## src/design/lge_pkg.sv

```systemverilog
// Shared types and command codes for the life grid engine.
`default_nettype none
package lge_pkg;

    localparam int CMD_W   = 2;
    localparam int COORD_W = 6;
    localparam int ROW_W   = 64;

    // Command codes carried in the input transfer
    localparam logic [CMD_W-1:0] CMD_TOGGLE = 2'd0;
    localparam logic [CMD_W-1:0] CMD_RUN    = 2'd1;
    localparam logic [CMD_W-1:0] CMD_FRAME  = 2'd2;

    typedef struct packed {
        logic [CMD_W-1:0]   cmd;
        logic [COORD_W-1:0] cell_x;
        logic [COORD_W-1:0] cell_y;
    } t_in;

    typedef struct packed {
        logic [COORD_W-1:0] row_index;
        logic [ROW_W-1:0]   row_bits;
        logic               last_row;
    } t_out;

    typedef enum logic [2:0] {
        ST_IDLE,
        ST_TG_RD,
        ST_TG_WR,
        ST_FR_START,
        ST_FR_LOAD,
        ST_FR_ROW
    } t_state;

    // Controller to datapath
    typedef struct packed {
        logic capture;
        logic run_tog;
        logic tog_rd;
        logic tog_wr;
        logic fr_start;
        logic fr_load;
        logic fr_row;
        logic fr_step;
    } t_dp_cmd;

    // Datapath to controller
    typedef struct packed {
        logic out_free;
        logic last_row;
    } t_dp_sts;

endpackage
`default_nettype wire

```

## src/design/lge_ctrl.sv

```systemverilog
// Command sequencer for the life grid engine.
`default_nettype none
module lge_ctrl (
    input  wire logic             i_clk,
    input  wire logic             i_rst_n,
    input  wire logic             i_valid,
    input  wire logic [1:0]       i_cmd,
    output logic                  o_ready,
    input  wire lge_pkg::t_dp_sts i_sts,
    output lge_pkg::t_dp_cmd      o_cmd
);
    import lge_pkg::*;

    t_state r_state;
    t_state n_state;

    // State register
    always_ff @(posedge i_clk) begin
        if (!i_rst_n) begin
            r_state <= ST_IDLE;
        end else begin
            r_state <= n_state;
        end
    end

    // Next state and datapath commands
    always_comb begin
        n_state = r_state;
        o_cmd   = '0;
        o_ready = 1'b0;
        unique case (r_state)
            ST_IDLE: begin
                o_ready = 1'b1;
                if (i_valid) begin
                    o_cmd.capture = 1'b1;
                    unique case (i_cmd)
                        CMD_TOGGLE: n_state = ST_TG_RD;
                        CMD_RUN:    o_cmd.run_tog = 1'b1;
                        CMD_FRAME:  n_state = ST_FR_START;
                        default:    n_state = ST_IDLE;
                    endcase
                end
            end
            ST_TG_RD: begin
                o_cmd.tog_rd = 1'b1;
                n_state      = ST_TG_WR;
            end
            ST_TG_WR: begin
                o_cmd.tog_wr = 1'b1;
                n_state      = ST_IDLE;
            end
            ST_FR_START: begin
                o_cmd.fr_start = 1'b1;
                n_state        = ST_FR_LOAD;
            end
            ST_FR_LOAD: begin
                o_cmd.fr_load = 1'b1;
                n_state       = ST_FR_ROW;
            end
            ST_FR_ROW: begin
                o_cmd.fr_row  = 1'b1;
                o_cmd.fr_step = i_sts.out_free;
                if (i_sts.out_free && i_sts.last_row) begin
                    n_state = ST_IDLE;
                end
            end
            default: n_state = ST_IDLE;
        endcase
    end

endmodule
`default_nettype wire

```

## config.mk

```make
export PLATFORM = sky130hd
export DESIGN_NAME = lge_ctrl
export DESIGN_NICKNAME = d
export VERILOG_FILES = /design/src/design/lge_pkg.sv /design/src/design/lge_ctrl.sv
export SDC_FILE = /design/constraint.sdc
export NUM_CORES = 1
export LEC_CHECK = 0
export ABC_CLOCK_PERIOD_IN_PS = 1000
export BUFFER_PORTS_ARGS = -buffer_cell sky130_fd_sc_hd__buf_2
export CAP_MARGIN = 20
export CORE_AREA = 8 8 45 47
export CTS_BUF_LIST = sky130_fd_sc_hd__clkbuf_4 sky130_fd_sc_hd__clkbuf_8
export CTS_CLUSTER_SIZE = 14
export DETAILED_ROUTE_END_ITERATION = 8
export DIE_AREA = 0 0 53 55
export GPL_TIMING_DRIVEN = 1
export PLACE_DENSITY_LB_ADDON = 0.3
export SLEW_MARGIN = 30
export SYNTH_ARGS = -nofsm -noshare
export SYNTH_HDL_FRONTEND = slang
export SYNTH_SLANG_ARGS = --single-unit
```

## constraint.sdc

```tcl
create_clock -name i_clk -period 1 [get_ports i_clk]
set_clock_uncertainty 0.15 [all_clocks]
set_input_delay 0.1 -clock i_clk [delete_from_list [all_inputs] [get_ports i_clk]]
set_output_delay 0.1 -clock i_clk [all_outputs]
set_load 0.02 [all_outputs]
```

==> results_dict.tcl, run 1 <==
set metrics [dict create \
    status "finished, violations left" \
    violations "setup timing" \
    cts_max_path_buffers 2 \
    cts_sinks 3 \
    period_share 1.47 \
    gp_congestion 0.719 \
    pwr-share-seq 0.234 \
    synth_seq_cells 3 \
    drv_slew 0 \
    syn_inst 25 \
    grt_usage 0.0573 \
    grt_max_degree 6 \
    power.density_nw_per_um2 1060 \
    cts_root_buf "clkbuf_4" \
    p_clk_frac 0.429 \
    cap_violations 0 \
    tritoncts "done" \
    routed-via-count 289 \
    crit_path_end_kind "output pin" \
    area_growth_pct 152 \
    power_frac_comb 0.337 \
    cp_data_required_time_ns 0.75 \
    p_int_uw 408 \
    grt_overflow 0 \
    largestRegisters "r_state (3)" \
    routed_wl_um 850 \
    ir_worst_vdd_v 0.000920 \
    multiInputGateArea_um2 195 \
    clkTransAtPathRegs_ns 0.04 \
    largest_reg_flops 3 \
    core-area_um2 1380 \
    drive_gt1_frac 0.796 \
    num_rows 14 \
    finalHoldViolations 0 \
    postSynthAreaPerCell_um2 8.41 \
    p_switching_uw 156 \
    post_drt_wl_per_cell_um 12.1 \
    tns_ns -3.40 \
    insertion_delay_ns 0.23 \
    portBuffers 15 \
    layout.nets 62 \
    ys_types 18 \
    viasPerCell 4.13 \
    grt_pass1_wl_um 1240 \
    p_sw_frac 0.277 \
    ys_seq_area_frac 0.286 \
    hp-class "in -> reg" \
    die_w_um 53 \
    cts_htree_levels 1 \
    grt_antenna_before_repair 0 \
    setup_viol 11 \
    max_freq_mhz 681 \
    crit_type "reg -> out" \
    dp_cells 62 \
    initial_core_util 0.152 \
    die_h_um 55 \
    firstDrtPassIters 4 \
    syn_area_um2 210 \
    final_cell_mix "9 x buf_6, 9 x buf_4, 6 x buf_2" \
    ios 16 \
    dieArea_um2 2920 \
    grt_pass1_vias 296 \
    antennaDiodeCount 0 \
    crit_path_start_kind "flip-flop" \
    ant_nets 0 \
    regMostFlops "r_state" \
    relSlewSlack 0.822 \
    path_max_fanout 2 \
    layout_setup_ws_ns -0.469 \
    worst_slew_pin_slew_ns 0.265 \
    fillers 138 \
    cts_buffers 3 \
    power.leakage_nw 0.236 \
    fin_cells 70 \
    regArea_um2 66.3 \
    drc 0 \
    rsz0062_at_grt "true" \
    layout_min_cycle_time_ns 1.47 \
    crit_arrival_ns 1.22 \
    ys_warn_count 0 \
    synth.net_count 32 \
    dp_hpwl_um 606 \
    dr.first_iter.drc_count 4 \
]
stage by stage:
stage                     setup WS (ns)  utilization  hold slack, ns  power, mW  instance area (um2)
final                            -0.469        0.383          0.0474      0.564                  531
after global routing             -0.536        0.383          0.0449      0.603                  531
after CTS                        -0.494        0.362          0.0225      0.565                  500
after detailed placement         -0.269        0.277           0.187      0.269                  383
after global placement           -0.256        0.277           0.189      0.270                  383
after floorplan                  -0.436            -          0.0675      0.212                  243
worst max-delay path, stage by stage (launching register included):
cell and delay, ns:
dfxtp_2 0.32, nor3_4 0.18, and2_4 0.16, nor3b_4 0.18, buf_6 0.14
metal layers:
metal | share of wire | up-vias | track usage
li1 | - | 148 | -
met1 | 0.42 | 122 | 0.0635
met2 | 0.42 | 19 | 0.0781
met3 | 0.15 | 0 | 0.0535
met4 | 0 | 0 | 0.0129
met5 | 0 | - | 0
synth_stat cells:
cell      n  area share
a211oi_1  1       0.036
inv_1     1       0.018
nor2b_1   1       0.030
nand2b_1  1       0.030
dfxtp_1   3        0.29
nand2_1   1       0.018
o21a_1    1       0.036
nor3b_1   2       0.071
a31oi_1   2       0.060
inv_2     1       0.018
nor3_4    1       0.077
a21oi_1   1       0.024
nor2_1    2       0.036
nor3b_2   2        0.12
and2_1    1       0.030
o21ai_0   2       0.048
and2_4    1       0.042
nor3_1    1       0.024
cells by family after synthesis:
group	share of synthesized area
flip-flops	0.286
buffers and inverters	0.0357
AND/OR/NAND/NOR	0.476
AO/OA/AOI/OAI	0.202
path summary, 6_finish.rpt:
check                          startpoint                       to  slack, ns  cells past startpoint
hold reg to reg   r_state[2]$_SDFFE_PN0P_  r_state[1]$_SDFFE_PN0P_       0.45                      2
setup / recovery  r_state[0]$_SDFFE_PN0P_                 o_cmd[6]      -0.47                      4
hold / removal                    i_valid  r_state[0]$_SDFFE_PN0P_       0.05                      3
setup reg to reg  r_state[0]$_SDFFE_PN0P_  r_state[2]$_SDFFE_PN0P_      -0.13                      4
what timing repair did:
action                                 4_1_cts  5_1_grt
hold buffers                                 1        0
setup endpoints to repair                   11       12
pin swaps                                    1        0
setup buffers                                2        2
resized for setup                           20        6
endpoints found under the hold margin        1        0
final cells by class:
cell class	instances	area share
clock buffers	4	0.0566
repair buffers	25	0.394
inverters	2	0.0189
well taps	16	0.0377
flip-flops and latches	3	0.125
multi-input cells	20	0.368
power by group through the flow:
stage                     registers, mW  logic (mW)  clock network [mW]
final                             0.132       0.190               0.242
after global routing              0.133       0.203               0.267
after CTS                         0.132       0.175               0.258
after detailed placement          0.136       0.134                   0
after global placement            0.136       0.134                   0
after floorplan                   0.139      0.0735                   0
No activity file was read; power rests on OpenSTA's default activity.
==> inputs of run 2 (changes only) <==
==> constraint.sdc (replaced) <==
create_clock -name i_clk -period 1 [get_ports i_clk]
set_clock_uncertainty 0.15 [all_clocks]
set_input_delay 0.3 -clock i_clk [delete_from_list [all_inputs] [get_ports i_clk]]
set_output_delay 0.3 -clock i_clk [all_outputs]
set_load 0.02 [all_outputs]
==> run 2 against run 1 <==
The flow still finishes with violations (setup timing). Flip-flop and latch count is the same. First-iteration DRC count down 75%. Largest power group unchanged. Utilization increased by 4.4 points. Hold slack improved by 0.096 ns. Final cell count up 4.3%. Via count increased by 8.0%. Largest cell class unchanged.
==> results_dict.tcl, run 2 (synthesized netlist as in run 1, its figures left out) <==
set metrics [dict create \
    power.density_nw_per_um2 979 \
    worst_slew_pin_slew_ns 0.191 \
    hp-start "i_rst_n" \
    crit_buf_inv 1 \
    insertion_delay_ns 0.24 \
    ios 16 \
    rsz0062_at_grt "true" \
    portBuffers 15 \
    die_h_um 55 \
    largestRegisters "r_state (3)" \
    dr.first_iter.drc_count 1 \
    relSlewSlack 0.872 \
    regArea_um2 66.3 \
    crit_path_start_kind "flip-flop" \
    max_freq_mhz 600 \
    p_sw_frac 0.287 \
    p_switching_uw 166 \
    ant_nets 0 \
    grt_pass1_wl_um 1470 \
    gp_congestion 0.715 \
    viasPerCell 4.27 \
    cap_violations 0 \
    dieArea_um2 2920 \
    num_rows 14 \
    grt_pass1_vias 342 \
    dp_hpwl_um 637 \
    grtUsageMet3 0.0561 \
    cp_data_required_time_ns 0.55 \
    hp-class "in -> reg" \
    tns_ns -5.49 \
    largest_reg_flops 3 \
    routed-via-count 312 \
    drv_slew 0 \
    clkTransAtPathRegs_ns 0.04 \
    routed_wl_um 906 \
    violations "setup timing" \
    cp_top_family "simple AND/OR/NAND/NOR gates" \
    grt_overflow 0 \
    grt_usage 0.0660 \
    power.leakage_nw 0.257 \
    crit_path_end_kind "output pin" \
    crit_type "reg -> out" \
    pwr-share-seq 0.228 \
    layout_min_cycle_time_ns 1.67 \
    power_frac_comb 0.350 \
    p_clk_frac 0.422 \
    cts_root_buf "clkbuf_4" \
    grt_max_degree 6 \
    setup_viol 11 \
    crit_path_max_incr_delay_ns 0.32 \
    grt_antenna_before_repair 0 \
    cts_max_path_buffers 2 \
    startpoint "r_state[0]$_SDFFE_PN0P_" \
    use_met1 0.0682 \
    fillers 151 \
    layout_setup_ws_ns -0.667 \
    finalHoldViolations 0 \
    report.power.total_uw 580 \
    firstDrtPassIters 4 \
    p_int_uw 413 \
    crit_arrival_ns 1.22 \
    cts.hold.buffers_added 0 \
    initial_core_util 0.152 \
    status "finished, violations left" \
    final_cell_mix "12 x buf_4, 9 x buf_6, 6 x buf_2" \
    path_cells "nor3_4 > and2_4 > nor3b_4 > buf_6" \
    holdWs_ns 0.143 \
    cts_sinks 3 \
    regMostFlops "r_state" \
    final_common_cell "buf_4" \
    antennaDiodeCount 0 \
    cts_buffers 3 \
    die_w_um 53 \
    grtUsageMet2 0.107 \
    drive_gt1_frac 0.895 \
    r2r_start "r_state[2]$_SDFFE_PN0P_" \
    tritoncts "done" \
    area_growth_pct 182 \
    grt_busiest_layer "met2" \
    period_share 1.67 \
    ir_worst_vdd_v 0.000552 \
    path_max_fanout 2 \
    core-area_um2 1380 \
    slowest_stage "dfxtp_2" \
    multiInputGateArea_um2 224 \
    layout.nets 65 \
    cts_htree_levels 1 \
    post_drt_wl_per_cell_um 12.4 \
    drc 0 \
]
[run 2: stage by stage]
step                      setup WS, ns   util  instance area (um2)  cells
after floorplan                 -0.636      -                  243     25
after global placement          -0.456  0.302                  418     65
after detailed placement        -0.476  0.302                  418     65
after CTS                       -0.697  0.389                  538     72
after global routing            -0.745  0.428                  592     73
final                           -0.667  0.428                  592     73
[run 2: final cells by class]
| type | count | share of cell area |
|---|---|---|
| inverters | 2 | 0.0169 |
| multi-input cells | 20 | 0.378 |
| well taps | 16 | 0.0338 |
| clock buffers | 4 | 0.0507 |
| repair buffers | 28 | 0.408 |
| flip-flops and latches | 3 | 0.112 |
[run 2: what timing repair did]
item,CTS,global route
setup endpoints to repair,11,12
gates resized for setup,22,10
setup buffers,3,2
pin swaps,3,4
[run 2: worst paths after layout]
kind                                                 to  slack (ns)  cells after the start
worst min register to register  r_state[0]$_SDFFE_PN0P_        0.43                      3
worst max register to register  r_state[2]$_SDFFE_PN0P_       -0.26                      6
worst max-delay path                           o_cmd[6]       -0.67                      4
worst min-delay path            r_state[2]$_SDFFE_PN0P_        0.14                      2
[run 2: power groups by stage]
stage / Combinational (mW) / Clock (mW) / Sequential, mW
2_1_floorplan: 0.0735 / 0 / 0.139
3_3_place_gp: 0.146 / 0 / 0.136
3_5_place_dp: 0.147 / 0 / 0.136
4_1_cts: 0.188 / 0.258 / 0.132
5_1_grt: 0.220 / 0.268 / 0.133
6_report: 0.203 / 0.245 / 0.132
[run 2: per-layer routing]
layer  routed length [um]  vias up
met1                  389      140
met2                  390       17
met3                  127        0
li1                     -      155
met4                    0        0
met5                    0        -
==> inputs of run 3 (changes only) <==
REMOVE_ABC_BUFFERS = 1   (was unset)
SKIP_LAST_GASP = 1   (was unset)
==> run 3 against run 2 <==
The run still ends with setup timing left. Final cell count grew 4.1%. Highest routed layer unchanged. Total power shrank 1.5%. Hold slack lost 0.012 ns. Worst setup slack gained 0.00075 ns. Critical path type unchanged. Global-route usage grew 0.17 points.
==> results_dict.tcl, run 3 (synthesized netlist as in run 1, its figures left out) <==
set metrics [dict create \
    status "finished, violations left" \
    violations "setup timing" \
    routed-via-count 322 \
    final_common_cell "buf_4" \
    area_growth_pct 185 \
    hp-start "i_rst_n" \
    min_to "r_state[2]$_SDFFE_PN0P_" \
    routed_wl_um 859 \
    holdPathStages 2 \
    crit_type "reg -> out" \
    grt_pass1_vias 327 \
    setup_viol 11 \
    crit_path_end_kind "output pin" \
    report.power.total_uw 571 \
    drive_gt1_frac 0.900 \
    layout.nets 68 \
    path_max_fanout 3 \
    period_share 1.67 \
    gp_congestion 0.640 \
    grt_usage 0.0677 \
    post_drt_wl_per_cell_um 11.3 \
    drc 0 \
    crit_arrival_ns 1.22 \
    ir_worst_vdd_v 0.000530 \
    r2r_start "r_state[0]$_SDFFE_PN0P_" \
    r2r_end "r_state[2]$_SDFFE_PN0P_" \
    cp_data_required_time_ns 0.55 \
    pre_cts_ws_ns -0.469 \
    grt_antenna_before_repair 0 \
    hp-class "in -> reg" \
    firstDrtPassIters 1 \
    rsz0062_at_grt "true" \
    path_cells "nor3_4 > and2_4 > nor3b_2 > buf_4" \
    holdWs_ns 0.131 \
    cts_htree_levels 1 \
    largest_reg_flops 3 \
    utilization 0.433 \
    portBuffers 15 \
    power.density_nw_per_um2 953 \
    tns_ns -5.39 \
    antennaDiodeCount 0 \
    fin_area_um2 599 \
    relSlewSlack 0.862 \
    cts.hold.buffers_added 0 \
    viasPerCell 4.24 \
    insertion_delay_ns 0.24 \
    core-area_um2 1380 \
    dp_cells 66 \
    num_rows 14 \
    clkTransAtPathRegs_ns 0.04 \
    max_freq_mhz 600 \
    drv_slew 0 \
    slowest_stage "dfxtp_4" \
    regMostFlops "r_state" \
    tritoncts "done" \
    grt_max_degree 7 \
    largestRegisters "r_state (3)" \
    finalHoldViolations 0 \
    crit_path_max_incr_delay_ns 0.36 \
    cts_root_buf "clkbuf_4" \
    dr.first_iter.drc_count 0 \
    cts_max_path_buffers 2 \
    layout_min_cycle_time_ns 1.67 \
    power.leakage_nw 0.272 \
    ios 16 \
    layout_setup_ws_ns -0.666 \
    initial_core_util 0.152 \
    final_cell_mix "14 x buf_4, 11 x buf_6, 6 x buf_2" \
    ant_nets 0 \
    cts_sinks 3 \
    fin_cells 76 \
    ff2ff_path_depth 6 \
    placed_area_um2 380 \
    crit_path_start_kind "flip-flop" \
    cap_violations 0 \
    worst_slew_pin_slew_ns 0.206 \
    dp_hpwl_um 582 \
    die_w_um 53 \
    grt_overflow 0 \
    ff2ff_setup_slack_ns -0.27 \
    cts_buffers 3 \
    grt_pass1_wl_um 1320 \
    die_h_um 55 \
    dieArea_um2 2920 \
]
[run 3: where the power goes]
part	total, mW	internal (mW)	switching (mW)
logic	0.192	0.110	0.0819
clock network	0.247	0.177	0.0702
registers	0.132	0.122	0.00935
[run 3: metal layers]
metal,track usage,share of wire,wire length [um],up-vias
li1,-,-,-,161
met1,0.0637,0.37,314,145
met2,0.0898,0.50,429,16
met3,0.0722,0.13,114,0
met4,0.0388,0,0,0
met5,0,0,0,-
[run 3: how the worst max path moves through the flow]
stage	end	from	slack, ns	cells past startpoint
final	o_cmd[6]	r_state[2]$_SDFFE_PN0P_	-0.67	4
after global routing	o_cmd[6]	r_state[2]$_SDFFE_PN0P_	-0.74	4
after CTS	o_cmd[6]	r_state[0]$_SDFFE_PN0P_	-0.69	4
after detailed placement	o_cmd[6]	r_state[0]$_SDFFE_PN0P_	-0.47	4
after global placement	o_cmd[6]	r_state[0]$_SDFFE_PN0P_	-0.46	4
after floorplan	o_cmd[6]	r_state[2]$_SDFFE_PN0P_	-0.71	3
[run 3: critical path, delay by kind of cell (launching register included)]
kind                   cells  cell delay, ns
DFF                        1            0.36
buffers and inverters      1            0.16
and+or+nand+nor            3            0.47
[run 3: final cells by class]
| type | instances | area [um2] |
|---|---|---|
| Fill cell | 147 | 785 |
| Inverter | 2 | 12.5 |
| Multi-Input combinational cell | 20 | 206 |
| Timing Repair Buffer | 31 | 259 |
| Tap cell | 16 | 20.0 |
| Clock buffer | 4 | 30.0 |
| Sequential cell | 3 | 71.3 |
[run 3: repair_timing]
item,CTS,global route
resized for setup,33,11
endpoints found under the hold margin,0,0
setup buffers,7,2
setup endpoints to repair,11,12
pin swaps,6,4
